==> config.mk <==
export PLATFORM = sky130hd
export DESIGN_NAME = two_key_press_release_debouncer_top
export DESIGN_NICKNAME = d
export VERILOG_FILES = /design/src/tkdb_pkg.sv /design/src/tkdb_fsm.sv /design/src/two_key_press_release_debouncer_top.sv
export SDC_FILE = /design/constraint.sdc
export NUM_CORES = 1
export LEC_CHECK = 0
export ABC_CLOCK_PERIOD_IN_PS = 4100
export BUFFER_PORTS_ARGS = -buffer_cell sky130_fd_sc_hd__buf_2
export CORE_UTILIZATION = 61
export DETAILED_ROUTE_END_ITERATION = 6
export PLACE_DENSITY = 0.82
export SYNTH_ARGS = -nofsm -noshare
export SYNTH_HDL_FRONTEND = slang
export SYNTH_SLANG_ARGS = --single-unit
==> constraint.sdc <==
create_clock -name i_clk -period 4.1 [get_ports i_clk]
set_clock_uncertainty 0.2 [all_clocks]
set_input_delay 0.205 -clock i_clk [delete_from_list [all_inputs] [get_ports i_clk]]
set_output_delay 0.205 -clock i_clk [all_outputs]
set_load 0.005 [all_outputs]
==> src/tkdb_pkg.sv <==
// Shared types and codes for the two-key press/release debouncer.
package tkdb_pkg;

    // Request codes carried by an input word
    localparam logic [1:0] REQ_TICK = 2'd0;
    localparam logic [1:0] REQ_WAKE = 2'd1;
    localparam logic [1:0] REQ_READ = 2'd2;

    // Key event codes
    localparam logic [1:0] EV_NONE = 2'd0;
    localparam logic [1:0] EV_KEY1 = 2'd1;
    localparam logic [1:0] EV_KEY2 = 2'd2;

    // Debounce window after reset, in ticks
    localparam logic [7:0] DEBOUNCE_RESET = 8'd20;

    // One input word
    typedef struct packed {
        logic [1:0] req_type;
        logic       sw1_level;
        logic       sw2_level;
    } t_item;

    // One result word
    typedef struct packed {
        logic [1:0] event_code;
        logic       wake_armed;
        logic [1:0] scan_phase;
    } t_result;

endpackage

==> src/tkdb_fsm.sv <==
// Debounce state machine: holds the key state and computes one result per step.
module tkdb_fsm (
    input  logic                i_clk,
    input  logic                i_rst_n,
    input  logic                i_step,
    input  tkdb_pkg::t_item     i_item,
    input  logic [7:0]          i_debounce_ticks,
    output tkdb_pkg::t_result   o_result
);

    typedef enum logic [1:0] {
        PH_IDLE   = 2'd0,
        PH_PRESS  = 2'd1,
        PH_HELD   = 2'd2,
        PH_RELCHK = 2'd3
    } t_phase;

    t_phase     r_phase, n_phase;
    logic [7:0] r_tick, n_tick;
    logic [1:0] r_cand, n_cand;
    logic [1:0] r_pend, n_pend;
    logic       r_wake, n_wake;
    logic [1:0] ev;

    logic       k1, k2, any;
    logic [1:0] lone;
    logic [7:0] tick_inc;
    logic       win_end;

    // Pin decode: keys are active low
    assign k1       = ~i_item.sw1_level;
    assign k2       = ~i_item.sw2_level;
    assign any      = k1 | k2;
    assign lone     = (k1 && !k2) ? tkdb_pkg::EV_KEY1 :
                      (k2 && !k1) ? tkdb_pkg::EV_KEY2 : tkdb_pkg::EV_NONE;
    assign tick_inc = r_tick + 8'd1;
    // a window of zero ends on the first tick, same as one
    assign win_end  = (tick_inc >= i_debounce_ticks);

    // Next state for the word being applied
    always_comb begin
        n_phase = r_phase;
        n_tick  = r_tick;
        n_cand  = r_cand;
        n_pend  = r_pend;
        n_wake  = r_wake;
        ev      = tkdb_pkg::EV_NONE;
        case (i_item.req_type)
            tkdb_pkg::REQ_TICK: begin
                case (r_phase)
                    PH_PRESS: begin
                        n_tick = tick_inc;
                        if (win_end) begin
                            n_tick = 8'd0;
                            n_cand = lone;
                            if (!any) begin
                                n_phase = PH_IDLE;
                                n_wake  = 1'b1;
                            end else begin
                                n_phase = PH_HELD;
                            end
                        end
                    end
                    PH_HELD: begin
                        // both keys down cancels the candidate
                        if (any && lone == tkdb_pkg::EV_NONE) begin
                            n_cand = tkdb_pkg::EV_NONE;
                        end
                        if (!any) begin
                            n_phase = PH_RELCHK;
                            n_tick  = 8'd0;
                        end
                    end
                    PH_RELCHK: begin
                        if (any) begin
                            n_phase = PH_HELD;
                            n_tick  = 8'd0;
                        end else if (win_end) begin
                            n_tick  = 8'd0;
                            n_pend  = r_cand;
                            n_cand  = tkdb_pkg::EV_NONE;
                            n_phase = PH_IDLE;
                            n_wake  = 1'b1;
                        end else begin
                            n_tick = tick_inc;
                        end
                    end
                    default: begin
                    end
                endcase
            end
            tkdb_pkg::REQ_WAKE: begin
                if (r_wake) begin
                    n_wake = 1'b0;
                    if (r_phase == PH_IDLE) begin
                        n_phase = PH_PRESS;
                        n_tick  = 8'd0;
                        n_cand  = tkdb_pkg::EV_NONE;
                    end
                end
            end
            tkdb_pkg::REQ_READ: begin
                ev     = r_pend;
                n_pend = tkdb_pkg::EV_NONE;
            end
            default: begin
            end
        endcase
    end

    // Result reflects the state after the word is applied
    assign o_result.event_code = ev;
    assign o_result.wake_armed = n_wake;
    assign o_result.scan_phase = n_phase;

    // State registers
    always_ff @(posedge i_clk) begin
        if (!i_rst_n) begin
            r_phase <= PH_IDLE;
            r_tick  <= 8'd0;
            r_cand  <= tkdb_pkg::EV_NONE;
            r_pend  <= tkdb_pkg::EV_NONE;
            r_wake  <= 1'b1;
        end else if (i_step) begin
            r_phase <= n_phase;
            r_tick  <= n_tick;
            r_cand  <= n_cand;
            r_pend  <= n_pend;
            r_wake  <= n_wake;
        end
    end

`ifndef NO_ASSERTIONS
    // wake is armed exactly while the machine sits in idle
    a_wake_idle: assert property (@(posedge i_clk) disable iff (!i_rst_n)
        r_wake == (r_phase == PH_IDLE))
        else $error("wake arm out of step with idle phase");

    // the counter is clear whenever no window is running
    a_tick_clear: assert property (@(posedge i_clk) disable iff (!i_rst_n)
        (r_phase == PH_IDLE || r_phase == PH_HELD) |-> r_tick == 8'd0)
        else $error("tick counter not clear outside a window");

    // a read consumes the pending event
    a_read_clear: assert property (@(posedge i_clk) disable iff (!i_rst_n)
        (i_step && i_item.req_type == tkdb_pkg::REQ_READ)
        |=> r_pend == tkdb_pkg::EV_NONE)
        else $error("pending event survived a read");

    // event registers never hold the unused code
    a_codes: assert property (@(posedge i_clk) disable iff (!i_rst_n)
        r_cand != 2'd3 && r_pend != 2'd3)
        else $error("illegal key event code");
`endif

endmodule

==> src/two_key_press_release_debouncer_top.sv <==
// Top level of the two-key press/release debouncer with its word handshake.
// Each input word (tick, edge wake or read) lands in an input register; the
// state machine then applies it and the result word is captured in the output
// register, so a new word is accepted every clock while the output word is taken.
// The two registers act as a short pipeline; the input stalls when the output
// word is not taken and the input register is full.
// The debounce window register is written through its own port, ready always,
// and resets to 20 ticks.
module two_key_press_release_debouncer_top (
    input  logic       i_clk,
    input  logic       i_rst_n,
    // input words
    input  logic       i_valid,
    output logic       o_stall,
    input  logic [1:0] i_req_type,
    input  logic       i_sw1_level,
    input  logic       i_sw2_level,
    // result words
    output logic       o_valid,
    input  logic       i_stall,
    output logic [1:0] o_event_code,
    output logic       o_wake_armed,
    output logic [1:0] o_scan_phase,
    // debounce window register
    input  logic       i_cfg_valid,
    output logic       o_cfg_ready,
    input  logic [7:0] i_cfg_data
);

    logic              r_in_valid;
    tkdb_pkg::t_item   r_in;
    logic              r_out_valid;
    tkdb_pkg::t_result r_out;
    logic [7:0]        r_debounce;

    logic              out_ready;
    logic              in_ready;
    logic              step;
    tkdb_pkg::t_result result;

    // Pipeline flow control
    assign out_ready = !r_out_valid || !i_stall;
    assign step      = r_in_valid && out_ready;
    assign in_ready  = !r_in_valid || out_ready;
    assign o_stall   = !in_ready;

    // Input register
    always_ff @(posedge i_clk) begin
        if (!i_rst_n) begin
            r_in_valid <= 1'b0;
        end else if (in_ready) begin
            r_in_valid <= i_valid;
        end
    end

    always_ff @(posedge i_clk) begin
        if (in_ready && i_valid) begin
            r_in.req_type  <= i_req_type;
            r_in.sw1_level <= i_sw1_level;
            r_in.sw2_level <= i_sw2_level;
        end
    end

    // Debounce window register
    assign o_cfg_ready = 1'b1;

    always_ff @(posedge i_clk) begin
        if (!i_rst_n) begin
            r_debounce <= tkdb_pkg::DEBOUNCE_RESET;
        end else if (i_cfg_valid && o_cfg_ready) begin
            r_debounce <= i_cfg_data;
        end
    end

    tkdb_fsm u_fsm (
        .i_clk            (i_clk),
        .i_rst_n          (i_rst_n),
        .i_step           (step),
        .i_item           (r_in),
        .i_debounce_ticks (r_debounce),
        .o_result         (result)
    );

    // Output register
    always_ff @(posedge i_clk) begin
        if (!i_rst_n) begin
            r_out_valid <= 1'b0;
        end else if (out_ready) begin
            r_out_valid <= r_in_valid;
        end
    end

    always_ff @(posedge i_clk) begin
        if (step) begin
            r_out <= result;
        end
    end

    assign o_valid      = r_out_valid;
    assign o_event_code = r_out.event_code;
    assign o_wake_armed = r_out.wake_armed;
    assign o_scan_phase = r_out.scan_phase;

endmodule

==> impl_metrics.json, run 1 <==
{
  "synth_area_um2": 1900,
  "die-area_um2": 3350,
  "final.period_utilization_pct": 72.8,
  "grt_pass1_vias": 1785,
  "synth_top_area_share_pct": 26.3,
  "htreeDepth": 2,
  "synth_flop_cell": "dfxtp_1",
  "async_reset_ff_share_pct": 0,
  "ys_seq_area_share_pct": 40.5,
  "synth_top_family_by_area": "simple AND/OR/NAND/NOR gates",
  "total_power_uw": 656,
  "yosysWarnings": 0,
  "n_antenna_cell": 0,
  "crit_arrival_ps": 3010,
  "drv_cap": 0,
  "max_slew_margin_pct": 56.8,
  "worstHoldPathType": "in -> reg",
  "grt_overflow": 0,
  "synthToLayoutAreaGrowth_pct": 17.7,
  "port_buffers": 23,
  "worst_pin_slew_ps": 647,
  "critical_path_depth": 11,
  "setup_tns_ps": 0,
  "final_nets": 288,
  "synth-edff-count": 9,
  "clkLatencyLatePin_ps": 340,
  "grt_max_degree": 15,
  "hold_violations": 0,
  "setup_violations": 0,
  "cts_buffers": 5,
  "synth_fp_nets": 251,
  "antenna_found_initial": 0,
  "dp.final_hpwl_um": 2930,
  "fmax_ghz": 0.335,
  "initial_core_util_pct": 66.7,
  "dr_total_vias": 1745,
  "routedWlPerCell_um": 15.8,
  "synth_area_leaders": "dfxtp_1 26%, edfxtp_1 14%, ha_1 8.5%",
  "r2r_end": "u_fsm.r_pend[1]",
  "startpoint_type": "register",
  "post-route-min-period_ps": 2980,
  "yosys-top-cells-count": "30 x nor2_1, 25 x dfxtp_1, 25 x nand2_1",
  "holdPathStages": 3,
  "cts_root_buffer": "clkbuf_4",
  "drive_above_1_share_pct": 13.1,
  "regArea_um2": 771,
  "synth_compound_area_share_pct": 17.7,
  "crit_slowest_cell": "a311oi_4",
  "ant_nets": 0,
  "cts.sinks": 34,
  "multi_input_area_um2": 1020,
  "drc": 3,
  "wl_um": 4590,
  "ff2ff_path_depth": 11,
  "p_leak_uw": 0.00102,
  "core_area_um2": 2850,
  "worstPathMaxFanout": 9,
  "fillCellCount": 176,
  "grt_pass1_wl_um": 8040,
  "worstSetupPathType": "reg -> reg",
  "synth_most_common_cell": "nor2_1",
  "hold_start": "i_rst_n",
  "cts_max_path_buffers": 2,
  "rows": 19,
  "violations": "design-rule violations",
  "muxShareOfSynthArea_pct": 3.68,
  "drtIter0Drc": 105,
  "yosys.area_share.simple_pct": 20.5,
  "holdPathEnd": "u_fsm.r_phase[1]",
  "ys_seq_elements": 34,
  "synth_area_per_cell_um2": 8.61,
  "vias_per_cell": 6.02,
  "reg2reg_from": "u_fsm.r_tick[0]",
  "crit_family": "compound AO/OA/AOI/OAI gates",
  "ff2ff_setup_slack_ps": 1120,
  "status": "complete, but fails checks",
  "cts_tree": "yes",
  "drv_slew": 0,
  "path_buf_inv": 1,
  "first_pass_iters": 7,
  "ctsResizeCount": 0,
  "max-vdd-ir-drop_uv": 234,
  "synthAdderAreaFrac_pct": 8.55,
  "synth_xor_area_share_pct": 2.76,
  "gp_congestion": 0.850,
  "io-pin-count": 25,
  "power_density_nw_per_um2": 293,
  "syn_inst": 221,
  "crit_required_ps": 4130,
  "worstPathCellList": "ha_1 > nand3_1 > nor2_1 > xnor2_1 > inv_1 > ha_1 > o21ai_0 > nor2_1 > a311oi_4 > nor3_1 > a221o_1",
  "yosys.area.top_type": "dfxtp_1",
  "clk_pin_slew_ps": 110,
  "critPathMaxStageDelay_ps": 490,
  "rsz0062_at_grt": "no",
  "synthDistinctLibCells": 44,
  "grtUsageTotal_pct": 31.6,
  "critPathCaptureType": "register",
  "die_x_um": 57.9,
  "die_height_um": 57.9
}
## per-layer routing
metal | part of all wire [%] | routed length [µm] | global-route usage, %
met1 | 42 | 1940 | 39.7
met2 | 49 | 2260 | 53.7
met3 | 6.6 | 305 | 7.81
met4 | 1.9 | 89 | 9.86
met5 | 0 | 0 | 0
## worst max-delay path by stage
| stage | startpoint | endpoint | slack, ps |
|---|---|---|---|
| 2_1_floorplan | u_fsm.r_tick[0] | u_fsm.r_pend[0] | 1420 |
| 3_3_place_gp | u_fsm.r_tick[0] | o_scan_phase[1] | 1270 |
| 3_5_place_dp | u_fsm.r_tick[0] | u_fsm.r_pend[1] | 1150 |
| 4_1_cts | u_fsm.r_tick[0] | u_fsm.r_tick[0] | 1130 |
| 5_1_grt | u_fsm.r_tick[0] | u_fsm.r_tick[0] | 850 |
| 6_report | u_fsm.r_tick[0] | u_fsm.r_pend[1] | 1120 |
## cell type report
class	count	share of cell area [%]
well taps	31	1.73
flip-flops and latches	34	34.4
inverters	21	3.52
multi-input cells	157	45.4
clock buffers	7	2.46
clock inverters	1	0.223
repair buffers	39	12.3
## state kept, by name (all words and copies together), names as in the netlist
| name | cells |
|---|---|
| u_fsm.r_tick | 8 |
| u_fsm.r_wake | 1 |
| r_in | 4 |
| u_fsm.r_pend | 2 |
| o_wake_armed | 1 |
| u_fsm.r_cand | 2 |
| u_fsm.r_phase | 2 |
| r_debounce | 8 |
| o_scan_phase | 2 |
| r_in_valid | 1 |
| o_valid | 1 |
| o_event_code | 2 |
## layout by cell type (no fill, tap or decap), types with 2 or more instances in the layout
cell	n
nor2_1	30
nand2_1	25
dfxtp_1	25
buf_2	23
inv_1	21
o21ai_0	18
dlygate4sd3_1	16
ha_1	13
edfxtp_1	9
mux2i_1	7
nand3_1	7
a21oi_1	5
clkbuf_4	5
nor2b_1	4
nand2b_1	3
and3_1	3
o211ai_1	3
xor2_1	3
xnor2_1	3
a221o_1	3
a211oi_1	2
o21a_1	2
and3b_1	2
o32ai_1	2
nor3b_1	2
## stage by stage
stage | utilization (%) | area, µm² | std cells | hold slack (ps) | worst slack, ps
finish | 78.5 | 2240 | 290 | 24.2 | 1120
global route | 78.5 | 2240 | 290 | 40.2 | 850
CTS | 78.5 | 2240 | 290 | 4.58 | 1130
detailed placement | 70.8 | 2020 | 266 | 184 | 1150
global placement | 70.8 | 2020 | 266 | 183 | 1270
floorplan | - | 1900 | 221 | 104 | 1420
## repair_timing
action / 4_1_cts / 5_1_grt
setup buffers: 0 / 0
hold buffers: 16 / 0
hold endpoints to repair: 14 / 0
## power by group
part	switching (µW)	total, µW	internal, µW
logic	44.9	84.9	39.9
clock network	118	201	83.2
registers	13.0	370	357
## cell families after synthesis
| group | count (synthesis) |
|---|---|
| DFF | 34 |
| muxes | 7 |
| other | 1 |
| adders and majority gates | 13 |
| and+or+nand+nor | 83 |
| AOI/OAI and AO/OA | 47 |
| buffers and inverters | 30 |
| xor gates and xnor gates | 6 |
## worst min-delay path, cell delays in order
cell	delay, ps
buf_2	170
nand2_1	70
o21ai_0	70
(Power assumes the default switching activity.)
==> run 2, diff against run 1 <==
--- a/config.mk
+++ b/config.mk
@@ -5,11 +5,12 @@
 export SDC_FILE = /design/constraint.sdc
 export NUM_CORES = 1
 export LEC_CHECK = 0
-export ABC_CLOCK_PERIOD_IN_PS = 4100
+export ABC_AREA = 1
+export ABC_CLOCK_PERIOD_IN_PS = 3100
 export BUFFER_PORTS_ARGS = -buffer_cell sky130_fd_sc_hd__buf_2
-export CORE_UTILIZATION = 61
+export CORE_UTILIZATION = 57
 export DETAILED_ROUTE_END_ITERATION = 6
-export PLACE_DENSITY = 0.82
+export PLACE_DENSITY = 0.77
 export SYNTH_ARGS = -nofsm -noshare
 export SYNTH_HDL_FRONTEND = slang
 export SYNTH_SLANG_ARGS = --single-unit
==> constraint.sdc (replaced) <==
create_clock -name i_clk -period 3.1 [get_ports i_clk]
set_clock_uncertainty 0.2 [all_clocks]
set_input_delay 0.155 -clock i_clk [delete_from_list [all_inputs] [get_ports i_clk]]
set_output_delay 0.155 -clock i_clk [all_outputs]
set_load 0.005 [all_outputs]
==> run 2 against run 1 <==
Effect of this change:
- the flow now finishes without violations
- largest cell class unchanged
- largest power group unchanged
- die area up 7.0%
- clock power up 27%
- final area up 5.4%
- non-clock buffer count up 9
- critical path type unchanged
==> impl_metrics.json, run 2 <==
{
  "yosys.area.top_type": "dfxtp_1",
  "fmax_ghz": 0.361,
  "cts_max_path_buffers": 2,
  "drc": 0,
  "antenna_found_initial": 0,
  "routedWlPerCell_um": 12.2,
  "crit_required_ps": 2980,
  "die_height_um": 59.8,
  "port_buffers": 23,
  "grtUsageMet1_pct": 34.8,
  "post-route-min-period_ps": 2770,
  "grt_pass1_vias": 1609,
  "dp.final_hpwl_um": 2780,
  "wl_um": 4170,
  "largestRegisters": "r_debounce x8, u_fsm.r_tick x8, r_in x4",
  "clkLatencyLatePin_ps": 350,
  "worstHoldPathType": "in -> reg",
  "final.period_utilization_pct": 89.4,
  "critPathMaxStageDelay_ps": 400,
  "setup_tns_ps": 0,
  "synth_top_area_share_pct": 26.2,
  "synth_area_per_cell_um2": 7.72,
  "crit_top_cell": "nor2_1",
  "rsz0062_at_grt": "no",
  "die-area_um2": 3580,
  "p_leak_uw": 0.00112,
  "dr_total_vias": 1700,
  "synth_flop_cell": "dfxtp_1",
  "ys_seq_area_share_pct": 40.4,
  "setup_violations": 0,
  "worstPathCellList": "inv_1 > nor2_2 > nand3_1 > nand3b_1 > xnor2_2 > ha_1 > nand2_1 > nor2_1 > nand4_1 > nand3_2 > nor2_1 > o21ai_0 > a22oi_1",
  "hold_start": "i_cfg_valid",
  "post_dp_cell_area_um2": 2050,
  "grt_pass1_wl_um": 7000,
  "grt_use_met3_pct": 6.49,
  "path_buf_inv": 1,
  "grt_max_degree": 15,
  "die_x_um": 59.8,
  "status": "finished clean",
  "n_antenna_cell": 0,
  "grtUsageTotal_pct": 27.0,
  "ant_nets": 0,
  "clk_pin_slew_ps": 110,
  "startpoint_type": "register",
  "grt-busiest-layer": "met2",
  "core_area_um2": 3100,
  "final_cell_mix": "47 x nand2_1, 36 x inv_1, 28 x a21oi_1",
  "cts_tree": "yes",
  "drv_cap": 0,
  "syn_inst": 247,
  "critPathCaptureType": "register",
  "drv_slew": 0,
  "drive_above_1_share_pct": 15.4,
  "synth_area_um2": 1910,
  "cts.sinks": 34,
  "synth-edff-count": 9,
  "max-vdd-ir-drop_uv": 259,
  "synth_area_leaders": "dfxtp_1 26%, edfxtp_1 14%, nand2_1 9.3%",
  "hold_violations": 0,
  "rows": 20,
  "place_ws_ps": 357,
  "synth_most_common_cell": "nand2_1",
  "synthDistinctLibCells": 37,
  "first_pass_iters": 4,
  "io-pin-count": 25,
  "total_power_uw": 897,
  "worstSetupPathType": "reg -> reg",
  "htreeDepth": 2,
  "async_reset_ff_share_pct": 0,
  "ff2ff_setup_slack_ps": 330,
  "crit_slowest_cell": "dfxtp_1",
  "crit_arrival_ps": 2650,
  "met2_usage_pct": 44.8,
  "final_cell_area_um2": 2360,
  "synthToLayoutAreaGrowth_pct": 23.8,
  "vias_per_cell": 4.97,
  "final_common_cell": "nand2_1",
  "reg2reg_from": "u_fsm.r_tick[0]",
  "power_density_nw_per_um2": 380,
  "yosys-top-cells-count": "47 x nand2_1, 36 x inv_1, 28 x a21oi_1",
  "drtIter0Drc": 125,
  "startpoint": "u_fsm.r_tick[0]",
  "synth_fp_nets": 277,
  "final_nets": 327,
  "crit_family": "simple AND/OR/NAND/NOR gates",
  "grt_overflow": 0,
  "ys_seq_elements": 34,
  "gp_congestion": 0.918,
  "initial_core_util_pct": 61.5,
  "cts_root_buffer": "clkbuf_4",
  "yosysWarnings": 0,
  "cts_buffers": 5,
  "worstPathMaxFanout": 7,
  "setup_slack_ps": 330
}
## run 2: changes by cell type after synthesis, moves of 6 or more
cell	change
nor2_1	-12
inv_1	+15
a21oi_1	+23
mux2i_1	-7
clkbuf_1	-6
nand2_1	+22
## run 2: per-stage QoR
| stage | util, % | instances | hold slack, ps |
|---|---|---|---|
| global route | 76.1 | 342 | 99.4 |
| CTS | 76.1 | 342 | 43.5 |
| floorplan | - | 247 | 53.9 |
| detailed placement | 66.1 | 309 | 134 |
| global placement | 66.1 | 309 | 131 |
| finish | 76.1 | 342 | 93.8 |
## run 2: metal layers
metal  routed length (µm)  up-vias  part of all wire [%]
met3                  147        5                   3.5
met4                   49        0                   1.2
met1                 2020      749                    48
li1                     -      907                     -
met5                    0        -                     0
met2                 1950       39                    47
## run 2: report_power, final
| part | internal, µW | switching [µW] | total, µW |
|---|---|---|---|
| sequential | 478 | 12.6 | 490 |
| combinational | 67.4 | 83.5 | 151 |
| clock | 110 | 146 | 256 |
| total | 655 | 242 | 897 |
## run 2: repair_timing
item	in CTS	in global routing
buffers inserted	0	0
endpoints found under the hold margin	19	0
resized for setup	0	0
hold buffers	25	0
## run 2: worst min-delay path: stages
cell and delay (ps):
buf_2 140, inv_1 160, a21oi_1 150
## run 2: kinds of logic after synthesis
logic type,count (synthesis),share of synthesized area (%)
buf+inv,46,9.45
other cells,1,0.197
fa+ha+maj,13,8.53
compound gates,55,15.8
xor+xnor,6,3.15
flops,34,40.4
simple gates,92,22.4
## run 2: path summary, 6_finish.rpt
kind | endpoint | cells after the start
max | o_scan_phase[0] | 13
min | r_debounce[6] | 3
min reg2reg | u_fsm.r_pend[0] | 2
max reg2reg | o_scan_phase[0] | 13
## run 2: area by class of cell
type                    instances  area (µm²)
clock buffers                   7        55.1
clock inverters                 1        5.00
fillers                       253         742
inverters                      41         154
multi-input cells             167         956
flip-flops and latches         34         771
well taps                      44        55.1
repair buffers                 48         365
